File: src/hw/rtl/lc3_pkg.sv
// Shared types, constants and the contrast function of the 3x3 local contrast block.
package lc3_pkg;

  // Luminance word and register width
  localparam int unsigned LUM_W   = 8;
  localparam int unsigned WIDTH_W = 11;
  localparam logic [WIDTH_W-1:0] WIDTH_RESET = 11'd1024;

  // Q16 luminance weights, they sum to exactly 65536
  localparam logic [15:0] COEF_R = 16'd13933;
  localparam logic [15:0] COEF_G = 16'd46871;
  localparam logic [15:0] COEF_B = 16'd4732;

  // Result queue: depth is a power of two so the pointers wrap by themselves
  localparam int unsigned OQ_DEPTH  = 8;
  localparam int unsigned OQ_PTR_W  = $clog2(OQ_DEPTH);
  localparam int unsigned OQ_CNT_W  = $clog2(OQ_DEPTH + 1);
  localparam int unsigned OQ_NEED_W = OQ_CNT_W + 1;

  // One window column: top, middle and bottom luminance
  typedef struct packed {
    logic [LUM_W-1:0] top;
    logic [LUM_W-1:0] mid;
    logic [LUM_W-1:0] bot;
  } col_t;

  // One result word
  typedef struct packed {
    logic [LUM_W-1:0] contrast;
    logic             last_of_run;
    logic             frame_end;
  } res_t;

  // Up to two result words pushed in one cycle, lo first
  typedef struct packed {
    logic lo_v;
    logic hi_v;
    res_t lo;
    res_t hi;
  } push_t;

  // floor(|8*centre - sum of 8 neighbours| / 8)
  function automatic logic [LUM_W-1:0] contrast_of(input col_t l, input col_t c,
                                                   input col_t r);
    logic [LUM_W+3:0] sum_all;
    logic [LUM_W+2:0] nb;
    logic [LUM_W+2:0] eight;
    logic [LUM_W+2:0] d;
    sum_all = (LUM_W+4)'(l.top) + (LUM_W+4)'(l.mid) + (LUM_W+4)'(l.bot)
            + (LUM_W+4)'(c.top) + (LUM_W+4)'(c.mid) + (LUM_W+4)'(c.bot)
            + (LUM_W+4)'(r.top) + (LUM_W+4)'(r.mid) + (LUM_W+4)'(r.bot);
    nb    = (LUM_W+3)'(sum_all - (LUM_W+4)'(c.mid));
    eight = {c.mid, 3'b000};
    d     = (eight >= nb) ? (eight - nb) : (nb - eight);
    return d[LUM_W+2:3];
  endfunction

endpackage

File: src/hw/rtl/lc3_outq.sv
// Result queue: takes up to two result words a cycle, hands out one while not stalled.
module lc3_outq import lc3_pkg::*; (
  input  logic                clk_i,
  input  logic                rst_ni,
  input  push_t               push_i,
  output logic [OQ_CNT_W-1:0] level_o,
  output logic                out_valid_o,
  input  logic                out_stall_i,
  output res_t                out_res_o
);

  res_t                ent_q [OQ_DEPTH];
  logic [OQ_PTR_W-1:0] head_q, head_d;
  logic [OQ_PTR_W-1:0] tail_q, tail_d;
  logic [OQ_CNT_W-1:0] level_q, level_d;
  logic [OQ_CNT_W-1:0] npush;
  logic                pop;

  assign pop   = out_valid_o && !out_stall_i;
  assign npush = OQ_CNT_W'(push_i.lo_v) + OQ_CNT_W'(push_i.hi_v);

  // Advance pointers and fill level
  always_comb begin
    head_d  = head_q + OQ_PTR_W'(pop);
    tail_d  = tail_q + OQ_PTR_W'(npush);
    level_d = level_q + npush - OQ_CNT_W'(pop);
  end

  always_ff @(posedge clk_i or negedge rst_ni) begin
    if (!rst_ni) begin
      head_q  <= '0;
      tail_q  <= '0;
      level_q <= '0;
    end else begin
      head_q  <= head_d;
      tail_q  <= tail_d;
      level_q <= level_d;
    end
  end

  // Store the words at the tail
  always_ff @(posedge clk_i) begin
    if (push_i.lo_v) begin
      ent_q[tail_q] <= push_i.lo;
    end
    if (push_i.hi_v) begin
      ent_q[tail_q + OQ_PTR_W'(1)] <= push_i.hi;
    end
  end

  assign level_o     = level_q;
  assign out_valid_o = (level_q != '0);
  assign out_res_o   = ent_q[head_q];

  a_no_overflow: assert property (@(posedge clk_i) disable iff (!rst_ni)
    (OQ_NEED_W'(level_q) + OQ_NEED_W'(npush)) <= OQ_NEED_W'(OQ_DEPTH))
    else $error("result queue overflow");

  a_hi_needs_lo: assert property (@(posedge clk_i) disable iff (!rst_ni)
    push_i.hi_v |-> push_i.lo_v)
    else $error("second word pushed without first");

  a_pop_drains: assert property (@(posedge clk_i) disable iff (!rst_ni)
    (pop && npush == '0) |=> (level_q == $past(level_q) - OQ_CNT_W'(1)))
    else $error("pop did not lower the level");

endmodule
File: config.mk
export PLATFORM = sky130hd
export DESIGN_NAME = lc3_outq
export DESIGN_NICKNAME = d
export VERILOG_FILES = /design/src/hw/rtl/lc3_pkg.sv /design/src/hw/rtl/lc3_outq.sv
export SDC_FILE = /design/constraint.sdc
export NUM_CORES = 1
export LEC_CHECK = 0
export BUFFER_PORTS_ARGS = -buffer_cell sky130_fd_sc_hd__clkbuf_2
export CAP_MARGIN = 20
export CORE_MARGIN = 1
export CORE_UTILIZATION = 30
export CTS_CLUSTER_SIZE = 14
export DETAILED_ROUTE_END_ITERATION = 10
export PLACE_DENSITY = 0.5
export SYNTH_ARGS = -nofsm -noshare
export SYNTH_HDL_FRONTEND = slang
export SYNTH_SLANG_ARGS = --single-unit
export TNS_END_PERCENT = 10
File: constraint.sdc
create_clock -name clk_i -period 1.95 [get_ports clk_i]
set_input_delay 0.195 -clock clk_i [delete_from_list [all_inputs] [get_ports clk_i]]
set_output_delay 0.195 -clock clk_i [all_outputs]
set_load 0.05 [all_outputs]
==> results.yml, run 1 <==
power_and_ir_drop:
  power.internal_mw: 6.813
  p_switching_mw: 4.106
  p_leak_nw: 2.216
  power_frac_seq: 0.295
  p_sw_frac: 0.3760
  power.density_nw_per_um2: 1818
  p_comb_frac: 0.564
  p_clk_frac: 0.141
  vdd_drop_max_mv: 0.8191
  power_mw: 10.92
yosys:
  ys.flop_type: "edfxtp_1"
  yosysMostFrequentCell: "mux2_2"
  synth_edf_count: 80
  async_flop_share: 0.1111
  avgSynthCellArea_um2: 17.28
  synthTopCellsByCount: "mux2_2, edfxtp_1, mux4_2"
  syn-num-nets: 310
  yosys_warnings: 0
  syn_area_um2: 4700
  ys_seq_area_frac: 0.5644
  synthTopCellsByArea: "edfxtp_1, mux2_2, mux4_2"
  yosys_register_bits: 90
  ys_types: 32
  yosysTopAreaCell: "edfxtp_1"
  synth_top_area_frac: 0.5112
  syn_inst: 272
die:
  rows: 45
  fp.dieH_um: 127.2
  pin_count: 40
  coreArea_um2: 15260
  start_util: 0.3080
  die-width_um: 127.2
  dieArea_um2: 16170
route:
  top_layer_used: "met4"
  met2WireLength_mm: 5.287
  wirelength_mm: 10.69
  drt_first_pass_iters: 4
  wl_met3_um: 285
  wl_per_cell_um: 18.69
  antenna_left: 0
  via_count: 2669
  drc: 0
  vias_per_cell: 4.666
  first_iter_violations: 125
  met1_length_mm: 4.979
placed_design:
  gp_congestion: 0.7743
  place_area_um2: 5527
  dp_slack_ns: -0.01812
  io_buffers: 39
  post-dp-hpwl_mm: 7.648
status:
  outcome: "finished with violations"
  violations: "setup timing"
setup_path:
  critPathLaunchType: "register"
  cp.required_ns: 1.75
  cp-end-kind: "output pin"
  max_stage_delay_ns: 0.53
  path_class: "reg -> out"
  critPathLaunch: "head_q[0]$_DFF_PN0_"
  worst_path_max_delay_cell: "mux4_2"
  reg2reg_from: "tail_q[0]$_DFF_PN0_"
  worst_ep_arrival_time_ns: 1.90
  crit_chain: "buf_12 -> mux4_2 -> mux2_4 -> buf_8"
  rrSetupSlack_ns: 0.01
  crit_path_max_fanout: 12
finish:
  drive_above_1_share: 0.6371
  antenna_cells: 0
  nNetsFinal: 395
  areaGrowthSynthToFinish_pct: 27.80
  final_area_um2: 6006
  post-route-util: 0.3936
clock_tree:
  clk_latency_ns: 0.34
  htree_levels: 3
  cts.path.max_buffers: 2
  cts_tree: "built"
  path_clk_slew_ns: 0.06
  cts.sinks: 90
  cts_buffers: 9
  post-cts-setup-buffer-count: 0
  cts-root-buf: "clkbuf_16"
global_routing:
  grt_pass1_wl_mm: 16.62
  grt_max_degree: 14
  grt_pass1_vias: 2793
  track_usage: 0.1433
  antenna_found_initial: 0
  grt-ovfl-total: 0
sta:
  finClkSkew_ns: 0.004951
  period_share: 1.072
  setup_slack_ns: -0.1400
  slew-limit-headroom: 0.7577
  period_needed_ns: 2.090
  grt_setup_unrepaired: "yes"
  finalSetupViolCount: 10
  hold_viol_final: 0
  fmax_ghz: 0.4785
  worst_pin_slew_ns: 0.3624
  drv_slew: 0
  whs_ns: 0.2516
run:
  maxCapViolCount: 0
worst_hold_path:
  hold_path_class: "in -> async"
==> worst paths after layout <==
| kind | end | cells past startpoint |
|---|---|---|
| min reg2reg | level_o[0]$_DFF_PN0_ | 1 |
| max reg2reg | ent_q[3][3]$_DFFE_PP_ | 5 |
| max in group asynchronous | head_q[0]$_DFF_PN0_ | 2 |
| min | level_o[0]$_DFF_PN0_ | 2 |
| max | out_res_o[8] | 4 |
| min in group clk_i | head_q[0]$_DFF_PN0_ | 3 |
==> power by group through the flow <==
stage | combinational (mW) | clock [mW] | sequential [mW]
floorplan | 3.49 | 0 | 3.32
global placement | 5.40 | 0 | 3.24
detailed placement | 5.42 | 0 | 3.25
CTS | 5.92 | 1.59 | 3.22
global route | 6.54 | 1.66 | 3.28
finish | 6.16 | 1.54 | 3.22
==> layout by cell type (no fill, tap or decap), types with 2 or more instances in the layout <==
master	instances
buf_6	3
nand2_1	5
buf_12	6
dfrtp_2	5
clkbuf_1	3
inv_1	9
nor2_4	4
inv_2	2
mux2_4	18
buf_4	36
o22ai_1	3
ha_4	2
clkinv_2	2
nor3_4	2
edfxtp_1	80
nand2b_1	2
mux2_2	72
xor2_1	3
mux4_2	20
buf_8	10
clkbuf_2	29
ha_1	9
clkbuf_16	9
dfrtp_1	5
fa_1	2
==> through the flow <==
step / setup TNS (ns) / cells
after floorplan: -2.536 / 272
after global placement: 0 / 556
after detailed placement: -0.1619 / 556
after CTS: -2.113 / 572
after global routing: -2.191 / 572
final: -1.148 / 572
==> critical path: cells and delay by family (launching register included) <==
kind | cells | cell delay [ns]
buf+inv | 2 | 0.32
mux | 2 | 0.82
flops | 1 | 0.41
==> routing by layer <==
metal  GRT usage  vias to the layer above
li1            -                     1249
met1      0.1852                     1370
met2      0.2388                       38
met3     0.02973                       12
met4     0.05042                        0
met5           0                        -
==> layout make-up <==
class	count	area, um2
sequential	90	2659
timing repair buffer	85	729.5
clock inverter	3	17.52
inverter	11	41.29
fill	1435	9253
multi-input combinational	160	2058
tap	211	264.0
clock buffer	12	236.5
==> cell families after synthesis <==
family	after synthesis	share of synthesized area
AOI/OAI and AO/OA	10	0.01331
xor gates and xnor gates	6	0.01678
adders and majority gates	13	0.03781
buffers and inverters	22	0.02636
DFF	90	0.5644
muxes	110	0.3115
and+or+nand+nor	21	0.02982
==> flip-flops by register name, summed over array words and instances (netlist names) <==
register	count
ent_q	80
head_q	3
level_o	4
tail_q	3
==> timing repair <==
| item | 4_1_cts | 5_1_grt |
|---|---|---|
| endpoints found under the hold margin | 10 | 0 |
| setup endpoints to repair | 37 | 100 |
| hold buffers | 1 | 0 |
| pin swaps | 0 | 1 |
| gates resized for setup | 29 | 29 |
Power figures use the tool's default switching activity.
==> run 2, diff against run 1 <==
--- a/config.mk
+++ b/config.mk
@@ -5,7 +5,7 @@
 export SDC_FILE = /design/constraint.sdc
 export NUM_CORES = 1
 export LEC_CHECK = 0
-export BUFFER_PORTS_ARGS = -buffer_cell sky130_fd_sc_hd__clkbuf_2
+export BUFFER_PORTS_ARGS = -buffer_cell sky130_fd_sc_hd__buf_2
 export CAP_MARGIN = 20
 export CORE_MARGIN = 1
 export CORE_UTILIZATION = 30
==> run 2 against run 1 <==
Net effect: the flow still finishes with violations (setup timing); die area unchanged; maximum frequency shrank 1.1%; count of clock-buffer cells in the layout is 2 lower; combinational power shrank 2%; critical endpoint is now out_res_o[6]; largest cell class unchanged.
==> results.yml, run 2 (synthesis gave the netlist of run 1 again) <==
global_routing:
  grt_max_degree: 14
  grt_pass1_vias: 2880
  antenna_found_initial: 0
  grt-ovfl-total: 0
  track_usage: 0.1510
  grt_pass1_wl_mm: 17.53
route:
  drt_first_pass_iters: 4
  wirelength_mm: 11.06
  via_count: 2659
  vias_per_cell: 4.649
  first_iter_violations: 140
  antenna_left: 0
  wl_per_cell_um: 19.34
  drc: 0
finish:
  layout_commonest_cell: "mux2_2"
  antenna_cells: 0
  drive_above_1_share: 0.6371
  largest_reg_flops: 80
  final_cell_mix: "mux2_2, edfxtp_1, buf_4"
  areaGrowthSynthToFinish_pct: 27.02
  final_area_um2: 5969
  nNetsFinal: 396
  largest-register: "ent_q"
sta:
  worst_pin_slew_ns: 0.3431
  period_needed_ns: 2.113
  finClkSkew_ns: 0.004188
  grt_setup_unrepaired: "yes"
  drv_slew: 0
  hold_viol_final: 0
  slew-limit-headroom: 0.7713
  fmax_ghz: 0.4732
  setup-tns-final_ns: -1.456
  finalSetupViolCount: 10
  setup_slack_ns: -0.1633
  period_share: 1.084
placed_design:
  io_buffers: 39
  post-dp-hpwl_mm: 7.943
  place_area_um2: 5539
  gp_congestion: 0.7630
clock_tree:
  clk_latency_ns: 0.34
  path_clk_slew_ns: 0.06
  htree_levels: 3
  cts.sinks: 90
  cts.path.max_buffers: 2
  cts_buffers: 9
  cts_tree: "built"
  cts-root-buf: "clkbuf_16"
setup_path:
  worst_ep_arrival_time_ns: 1.92
  worst_path_max_delay_cell: "mux4_2"
  path_class: "reg -> out"
  critPathLaunchType: "register"
  max_stage_delay_ns: 0.51
  cp.required_ns: 1.75
  crit_path_max_fanout: 9
  crit_chain: "buf_12 -> mux4_2 -> mux2_2 -> buf_6"
  cp-end-kind: "output pin"
die:
  coreArea_um2: 15260
  dieArea_um2: 16170
  start_util: 0.3080
  rows: 45
  fp.dieH_um: 127.2
  die-width_um: 127.2
  pin_count: 40
power_and_ir_drop:
  power_frac_seq: 0.299
  p_clk_frac: 0.141
  power_mw: 10.81
  power.density_nw_per_um2: 1811
  vdd_drop_max_mv: 0.6639
  p_comb_frac: 0.560
  power.internal_mw: 6.720
  p_switching_mw: 4.090
  p_leak_nw: 2.173
  p_sw_frac: 0.3783
status:
  violations: "setup timing"
  outcome: "finished with violations"
worst_hold_path:
  hold_path_class: "in -> async"
run:
  maxCapViolCount: 0
-- run 2: changes by cell type in the layout (fill, tap and decap cells not counted), moves of 2 or more --
cell / before / now
buf_2: 0 / 29
clkbuf_2: 29 / 0
mux2_2: 72 / 83
mux2_4: 18 / 7
buf_6: 3 / 8
buf_8: 10 / 5
clkinv_1: 0 / 3
buf_12: 6 / 8
clkbuf_1: 3 / 1
clkinv_2: 2 / 0
-- run 2: cell type report --
cell class	count	area [um2]
multi-input combinational	160	2013
timing repair buffer	86	743.2
clock buffer	10	229.0
inverter	11	41.29
clock inverter	4	20.02
sequential	90	2659
fill	1451	9289
tap	211	264.0
-- run 2: path summary, 6_finish.rpt --
path	start	to	slack [ns]	cells past startpoint
hold / removal	rst_ni	level_o[3]$_DFF_PN0_	0.25	2
max in group asynchronous	rst_ni	level_o[1]$_DFF_PN0_	1.49	2
setup / recovery	head_q[0]$_DFF_PN0_	out_res_o[6]	-0.16	4
min in group clk_i	out_stall_i	head_q[0]$_DFF_PN0_	0.26	3
hold reg to reg	level_o[0]$_DFF_PN0_	level_o[0]$_DFF_PN0_	0.54	1
setup reg to reg	tail_q[0]$_DFF_PN0_	ent_q[3][4]$_DFFE_PP_	0.02	5
-- run 2: worst max-delay path, delay by kind of cell, from the launching register on --
kind | cells | cell delay, ns
DFF | 1 | 0.44
muxes | 2 | 0.80
buffers and inverters | 2 | 0.32
-- run 2: per-stage QoR --
stage | hold WS, ns | utilization | cells | setup slack (ns)
after floorplan | -0.1006 | - | 272 | -0.07409
after global placement | 0.07147 | 0.3630 | 556 | -0.002440
after detailed placement | 0.07767 | 0.3630 | 556 | -0.02583
after CTS | 0.2386 | 0.3888 | 573 | -0.2349
after global routing | 0.2627 | 0.3912 | 572 | -0.2355
final | 0.2462 | 0.3912 | 572 | -0.1633
-- run 2: power by group through the flow --
| stage | Clock, mW | Sequential (mW) | Combinational (mW) |
|---|---|---|---|
| 5_1_grt | 1.65 | 3.30 | 6.45 |
| 2_1_floorplan | 0 | 3.32 | 3.49 |
| 3_3_place_gp | 0 | 3.24 | 5.42 |
| 4_1_cts | 1.58 | 3.23 | 6.03 |
| 6_report | 1.53 | 3.23 | 6.05 |
| 3_5_place_dp | 0 | 3.26 | 5.45 |
-- run 2: timing repair --
item | 4_1_cts | 5_1_grt
gates cloned | 1 | 0
pin swaps | 0 | 3
endpoints found under the setup margin | 30 | 110
hold buffers | 1 | 0
gates resized for setup | 28 | 15
buffers inserted | 1 | 0
endpoints found under the hold margin | 10 | 0
-- run 2: per-layer routing --
metal,part of all wire,GRT usage,up-vias
met1,0.46,0.2043,1352
met3,0.030,0.02973,16
li1,-,-,1248
met4,0.019,0.06092,0
met2,0.49,0.2382,43
met5,0,0,-
